### config.mk
export PLATFORM = sky130hd
export DESIGN_NAME = vtb_front
export DESIGN_NICKNAME = d
export VERILOG_FILES = /design/src/hdl/vtb_pkg.sv /design/src/hdl/vtb_front.sv
export SDC_FILE = /design/constraint.sdc
export NUM_CORES = 1
export LEC_CHECK = 0
export ABC_CLOCK_PERIOD_IN_PS = 25700
export BUFFER_PORTS_ARGS = -buffer_cell sky130_fd_sc_hd__buf_2
export CORE_UTILIZATION = 30
export DETAILED_ROUTE_END_ITERATION = 16
export PLACE_DENSITY = 0.56
export SLEW_MARGIN = 40
export SYNTH_ARGS = -nofsm -noshare
export SYNTH_HDL_FRONTEND = slang
export SYNTH_SLANG_ARGS = --single-unit
export TNS_END_PERCENT = 5
### constraint.sdc
create_clock -name clk -period 25.7 [get_ports clk]
set_input_delay 1.285 -clock clk [delete_from_list [all_inputs] [get_ports clk]]
set_output_delay 1.285 -clock clk [all_outputs]
set_load 0.005 [all_outputs]
### src/hdl/vtb_pkg.sv
// Shared types and constants for the vertex transform with bounds block.
// No dependencies; used by every module under hdl.
package vtb_pkg;

	localparam int PosW      = 32;
	localparam int NrmW      = 16;
	localparam int TexW      = 32;
	localparam int CoefW     = 16;
	localparam int RowW      = 48;
	localparam int OffW      = 32;
	localparam int CfgIdxW   = 3;
	localparam int CfgDataW  = 48;
	localparam int DataW     = 208;
	localparam int KindW     = 2;
	localparam int FracShift = 12;
	localparam int QueueDepthDefault = 2;

	localparam logic [RowW-1:0] RowXReset = 48'h0000_0000_1000;
	localparam logic [RowW-1:0] RowYReset = 48'h0000_1000_0000;
	localparam logic [RowW-1:0] RowZReset = 48'h1000_0000_0000;

	// Result kinds carried on the output tuser.
	typedef enum logic [KindW-1:0] {
		KIND_VERTEX = 2'd0,
		KIND_MIN    = 2'd1,
		KIND_MAX    = 2'd2
	} kind_t;

	// Configuration register indexes.
	typedef enum logic [CfgIdxW-1:0] {
		CFG_ROW_X = 3'd0,
		CFG_ROW_Y = 3'd1,
		CFG_ROW_Z = 3'd2,
		CFG_OFF_X = 3'd3,
		CFG_OFF_Y = 3'd4,
		CFG_OFF_Z = 3'd5
	} cfg_idx_t;

	// One accepted vertex as it leaves the front part.
	typedef struct packed {
		logic signed [PosW-1:0] pos_x;
		logic signed [PosW-1:0] pos_y;
		logic signed [PosW-1:0] pos_z;
		logic signed [NrmW-1:0] nrm_x;
		logic signed [NrmW-1:0] nrm_y;
		logic signed [NrmW-1:0] nrm_z;
		logic [TexW-1:0]        tex_u;
		logic [TexW-1:0]        tex_v;
		logic                   mesh_start;
		logic                   last_vertex;
	} vtb_item_t;

	// Configuration seen by the back part.
	typedef struct packed {
		logic [RowW-1:0]        row_x;
		logic [RowW-1:0]        row_y;
		logic [RowW-1:0]        row_z;
		logic signed [OffW-1:0] off_x;
		logic signed [OffW-1:0] off_y;
		logic signed [OffW-1:0] off_z;
	} vtb_cfg_t;

	// Back part sequencer states.
	typedef enum logic [3:0] {
		ST_IDLE,
		ST_MUL,
		ST_SUM,
		ST_SQ,
		ST_ROOT_INIT,
		ST_ROOT,
		ST_DIV_INIT,
		ST_DIV,
		ST_FIX,
		ST_EMIT_V,
		ST_EMIT_MIN,
		ST_EMIT_MAX
	} state_t;

endpackage

### src/hdl/vtb_front.sv
// Front part: accepts vertex transactions, unpacks them and queues them.
// Depends on vtb_pkg.
module vtb_front #(
	parameter int QueueDepth = vtb_pkg::QueueDepthDefault
) (
	input  logic                      clk,
	input  logic                      arst_n,
	input  logic                      s_tvalid,
	output logic                      s_tready,
	// pos_x, pos_y, pos_z, nrm_x, nrm_y, nrm_z, tex_u, tex_v
	input  logic [vtb_pkg::DataW-1:0] s_tdata,
	// mesh start flag
	input  logic                      s_tuser,
	input  logic                      s_tlast,
	output vtb_pkg::vtb_item_t        item,
	output logic                      item_valid,
	input  logic                      item_ready
);

	localparam int PtrW = (QueueDepth > 1) ? $clog2(QueueDepth) : 1;
	localparam int CntW = $clog2(QueueDepth + 1);

	vtb_pkg::vtb_item_t entry_q [QueueDepth];
	vtb_pkg::vtb_item_t in_item;
	logic [PtrW-1:0]    wr_ptr_q, rd_ptr_q;
	logic [CntW-1:0]    count_q;
	logic               push, pop;

	// Unpack the transaction into named fields.
	always_comb begin
		in_item.pos_x       = s_tdata[31:0];
		in_item.pos_y       = s_tdata[63:32];
		in_item.pos_z       = s_tdata[95:64];
		in_item.nrm_x       = s_tdata[111:96];
		in_item.nrm_y       = s_tdata[127:112];
		in_item.nrm_z       = s_tdata[143:128];
		in_item.tex_u       = s_tdata[175:144];
		in_item.tex_v       = s_tdata[207:176];
		in_item.mesh_start  = s_tuser;
		in_item.last_vertex = s_tlast;
	end

	assign s_tready   = (count_q != CntW'(QueueDepth));
	assign item_valid = (count_q != '0);
	assign item       = entry_q[rd_ptr_q];
	assign push       = s_tvalid && s_tready;
	assign pop        = item_valid && item_ready;

	// Queue storage.
	always_ff @(posedge clk) begin
		if (push) begin
			entry_q[wr_ptr_q] <= in_item;
		end
	end

	// Queue pointers and fill count.
	always_ff @(posedge clk or negedge arst_n) begin
		if (!arst_n) begin
			wr_ptr_q <= '0;
			rd_ptr_q <= '0;
			count_q  <= '0;
		end else begin
			if (push) begin
				wr_ptr_q <= (wr_ptr_q == PtrW'(QueueDepth - 1)) ? '0 : wr_ptr_q + 1'b1;
			end
			if (pop) begin
				rd_ptr_q <= (rd_ptr_q == PtrW'(QueueDepth - 1)) ? '0 : rd_ptr_q + 1'b1;
			end
			if (push && !pop) begin
				count_q <= count_q + 1'b1;
			end else if (pop && !push) begin
				count_q <= count_q - 1'b1;
			end
		end
	end

endmodule

# == Word level (Yosys, flattened, before mapping) ==
# Memories as Yosys holds them, arrays and structs flattened.
# Index checks and enable logic that the tools add are counted.
# word_totals
inputBits,214
ramBits,420
elab_cells,23
mem_count,1
register_bits,4
# op_classes
reduce_logical,8
n_eq_ne,1
muxes,6
n_addsub,4
# mem_list
memory,words,word_bits,rd,rd_ports_with_merged_regs,wr,line_no,source
entry_q,2,210,1,0,1,vtb_front.sv:23,vtb_pkg::vtb_item_t entry_q [QueueDepth];
# op_table
op,count
$logic_and A1 B1 Y1,4
$mux W1,4
$mux W2,2
$reduce_bool A2 Y1,2
$add A1 B1 Y1 const B,2
$add A2 B1 Y2 const B,1
$logic_not A1 Y1,2
$ne A2 B2 Y1 const B,1
$sub A2 B1 Y2 const B,1

# == Longest topological paths before layout ==
# logic_depth
depth_word,6
mapped_depth,7
depth_no_buf,7

# == Worst setup path before layout ==
# Ideal clock, no wire load.
# synth_path
path_type,in2reg
start,input port s_tvalid
end,"memory entry_q[0][0] in the netlist's numbering, enable pin"
arrival_time_ps,10079
required_ps,24916
setup_ps,784
path_slack_ps,14838
cell_stages,2
path_cell_list,nand2_1 > nor2_1
# synth_between
elab_chain_cells,3
# synth_lines
element,line_no,source
"start, declared",vtb_front.sv:8,"input logic s_tvalid,"
$logic_and A1 B1 Y1,vtb_front.sv:46,assign push = s_tvalid && s_tready;
$mux W1,vtb_front.sv:51,if (push) begin
$mux W1 (not written as such),vtb_front.sv:52,entry_q[wr_ptr_q] <= in_item;
"end, declared",vtb_front.sv:23,
# No other way between the ends.

==> flow_summary_export.csv <==
group,metric,value,unit
status,run_status,"finished, final reports clean",
setup_path,path_max_fanout,78,
synthesis,yosys.area.top_type,"edfxtp_1",
floorplanning,pin_count,426,
cts,cts_hold_buf,0,
routing,routed_wl,32160,um
sta,max_freq,0.2457,GHz
final_layout,multi_input_area,2467,um^2
floorplanning,dieArea,52300,um^2
routing,drc,0,
setup_path,path_cells,"buf_6 > buf_6 > mux2_2 > buf_2",
final_layout,fin_util,39.32,%
synthesis,synth_ff_type,"edfxtp_1",
floorplanning,core_area,50380,um^2
cts,cts_buffer_depth,3,
synthesis,yosysMostFrequentCell,"edfxtp_1",
final_layout,syn2layout_area_growth,28.48,%
synthesis,synth_seq_cells,424,
routing,wl_per_cell,17.49,um
routing,postRouteAntennaNets,0,
synthesis,yosysSeqAreaShare,82.45,%
synthesis,netlist_top_cells_count,"420 x edfxtp_1, 210 x mux2_2, 21 x buf_6",
setup_path,crit_type,"reg2out",
final_layout,fin_nets,1345,
cts,path_clk_slew,60,ps
setup_path,crit_path_frequent_cell,"buf_6",
routing,via_per_inst,4.248,
place,post-place-cells,1754,
floorplanning,start_util,30.60,%
setup_path,worstSetupStartpoint,"rd_ptr_q",
pwr,power.switching,0.6017,mW
floorplanning,rows,82,
synthesis,netlist_area,15420,um^2
pwr,cellPowerDensity,112.2,nW/um^2
synthesis,ys_top_cells_by_area,"edfxtp_1 82%, mux2_2 15%, buf_6 1.5%",
cts,post-cts-setup-buffer-count,0,
grt,grt_max_degree,89,
setup_path,r2r_setup_slack,22840,ps
pwr,peakVddDrop,61.95,uV
floorplanning,die_h,228.7,um
setup_path,cp_slowest_cell,"buf_6",
worst_hold_path,hp-class,"reg2reg",
synthesis,synth_edf_count,420,
grt,grt_pass1_wl,48930,um
sta,maxSlewViolCount,0,
setup_path,critPathLaunchType,"register",
sta,worst_pin_slew,807.1,ps
pwr,p_int,1.622,mW
routing,first_pass_iters,4,
place,place_ws,22020,ps
synthesis,avgSynthCellArea,22.98,um^2
synthesis,synth.distinct_cells,14,
place,portBuffers,425,
grt,grt-ovfl-total,0,
setup_path,arrival,2790,ps
sta,finalHoldViolCount,0,
routing,vias,7812,
worst_hold_path,min-delay-start,"count_q[1]",
worst_hold_path,hold_end,"count_q[1]",
pwr,power_frac_seq,43.8,%
final_layout,regArea,12720,um^2
setup_path,worstPathRequired,24410,ps
cts,cts.sinks,424,
cts,cts_resized,0,
routing,drtIter0Drc,353,
cts,cts_tree,"built",
sta,min_period,4070,ps
pwr,p_leak,7.309,nW
sta,final.setup.tns,0,ps
pwr,combPwrFrac,26.5,%
grt,grt_use_total,12.13,%
job,drv_cap,0,
final_layout,filler_cell_count,4658,
place,dpl.hpwl,20900,um
setup_path,slowest_delay,590,ps
synthesis,postSynthCellCount,671,
sta,fin_ws,21630,ps
pwr,p_sw_share,27.06,%
synthesis,syn-num-nets,886,
floorplanning,fp.dieW,228.7,um
cts,cts_buffers,46,
synthesis,synth.top_cell.area_share,81.80,%
grt,grt_pass1_vias,8479,
setup_path,crit_path_end_kind,"output port",
synthesis,synthArstFlopShare,0.9434,%
cts,cts_root_buffer,"clkbuf_16",
setup_path,timing.rr.start,"count_q[0]",
setup_path,cp.buffers_inverters,3,
setup_path,r2r-end,"entry_q[1][90]",
cts,clkLatencyLatePin,560,ps
grt,antenna_found_initial,2,
setup_path,r2r_cells,4,
pwr,total_power,2.223,mW
pwr,clockPowerShare,29.7,%
setup_path,critPathTopFamily,"buffers and inverters",
sta,rsz0062_at_grt,"no",
place,place_congestion,0.7358,
final_layout,antenna_cells,0,
sta,slew_headroom,46.19,%
sta,setup_viol,0,
cts,htree_num_levels,2,
worst_hold_path,hold_depth,1,
final_layout,drive_above_1_share,61.53,%
sta,finalClockSkew,9.218,ps
synthesis,yosysWarnings,0,
sta,period_share,15.84,%
final_layout,stdcell_count,1839,
-- power by group through the flow --
| stage | combinational (mW) | clock, mW | sequential [mW] |
|---|---|---|---|
| global route | 0.642 | 0.708 | 0.989 |
| global placement | 0.602 | 0 | 0.987 |
| floorplan | 0.364 | 0 | 1.03 |
| finish | 0.589 | 0.660 | 0.975 |
| CTS | 0.609 | 0.682 | 0.977 |
| detailed placement | 0.606 | 0 | 0.991 |
-- layer usage --
| layer | track usage (%) | part of all wire, % | up-vias |
|---|---|---|---|
| li1 | - | - | 3612 |
| met1 | 14.39 | 40 | 3854 |
| met2 | 20.36 | 49 | 292 |
| met3 | 4.641 | 9.1 | 52 |
| met4 | 3.523 | 2.1 | 2 |
| met5 | 0 | 0.040 | - |
-- worst max path at each step --
stage,depth (start not counted),slack (ps),end
finish,4,21630,item[32]
global route,4,21420,item[130]
CTS,4,21490,item[141]
detailed placement,4,22020,entry_q[1][98]
global placement,4,21620,item[141]
floorplan,2,14840,entry_q[0][0]
-- sequential cells by signal, summed over array words and instances (netlist names) --
register / cells
count_q: 2
entry_q: 420
rd_ptr_q: 1
wr_ptr_q: 1
-- cell usage in the layout, fill, tap and decap left out --
| master | count |
|---|---|
| nand2_1 | 2 |
| inv_6 | 1 |
| buf_6 | 6 |
| nand2b_1 | 1 |
| clkbuf_1 | 5 |
| or2_2 | 1 |
| clkinv_1 | 10 |
| clkinv_2 | 11 |
| clkbuf_16 | 49 |
| clkinvlp_4 | 1 |
| clkinv_4 | 3 |
| nor2_4 | 1 |
| dfrtp_1 | 3 |
| and3_4 | 1 |
| dfrtp_4 | 1 |
| bufinv_16 | 5 |
| mux2_2 | 210 |
| buf_2 | 425 |
| inv_1 | 1 |
| buf_16 | 1 |
| buf_4 | 1 |
| edfxtp_1 | 420 |
| nor2_1 | 1 |
| buf_12 | 1 |
| xor2_1 | 2 |
| xnor2_1 | 3 |
| ha_1 | 1 |
-- cells by family after synthesis --
group         Yosys count  synth area share [%]
flops                 424                 82.45
buf+inv                24                 1.623
simple gates            7                0.2192
fa+ha+maj               1               0.08114
xor+xnor                5                0.2841
mux                   210                 15.34
-- layout make-up --
cell class / count / area share, %
Timing Repair Buffer: 434 / 11.36
Clock buffer: 54 / 6.285
Tap cell: 672 / 4.245
Multi-Input combinational cell: 223 / 12.46
Inverter: 1 / 0.01895
Clock inverter: 31 / 1.440
Sequential cell: 424 / 64.20
-- per-stage QoR --
stage          instance area, um^2  hold slack, ps
4_1_cts                      19800           492.9
5_1_grt                      19810           496.4
6_report                     19810           521.7
3_3_place_gp                 18230           484.3
3_5_place_dp                 18270           510.6
2_1_floorplan                15420           455.9
Power figures use the tool's default switching activity.
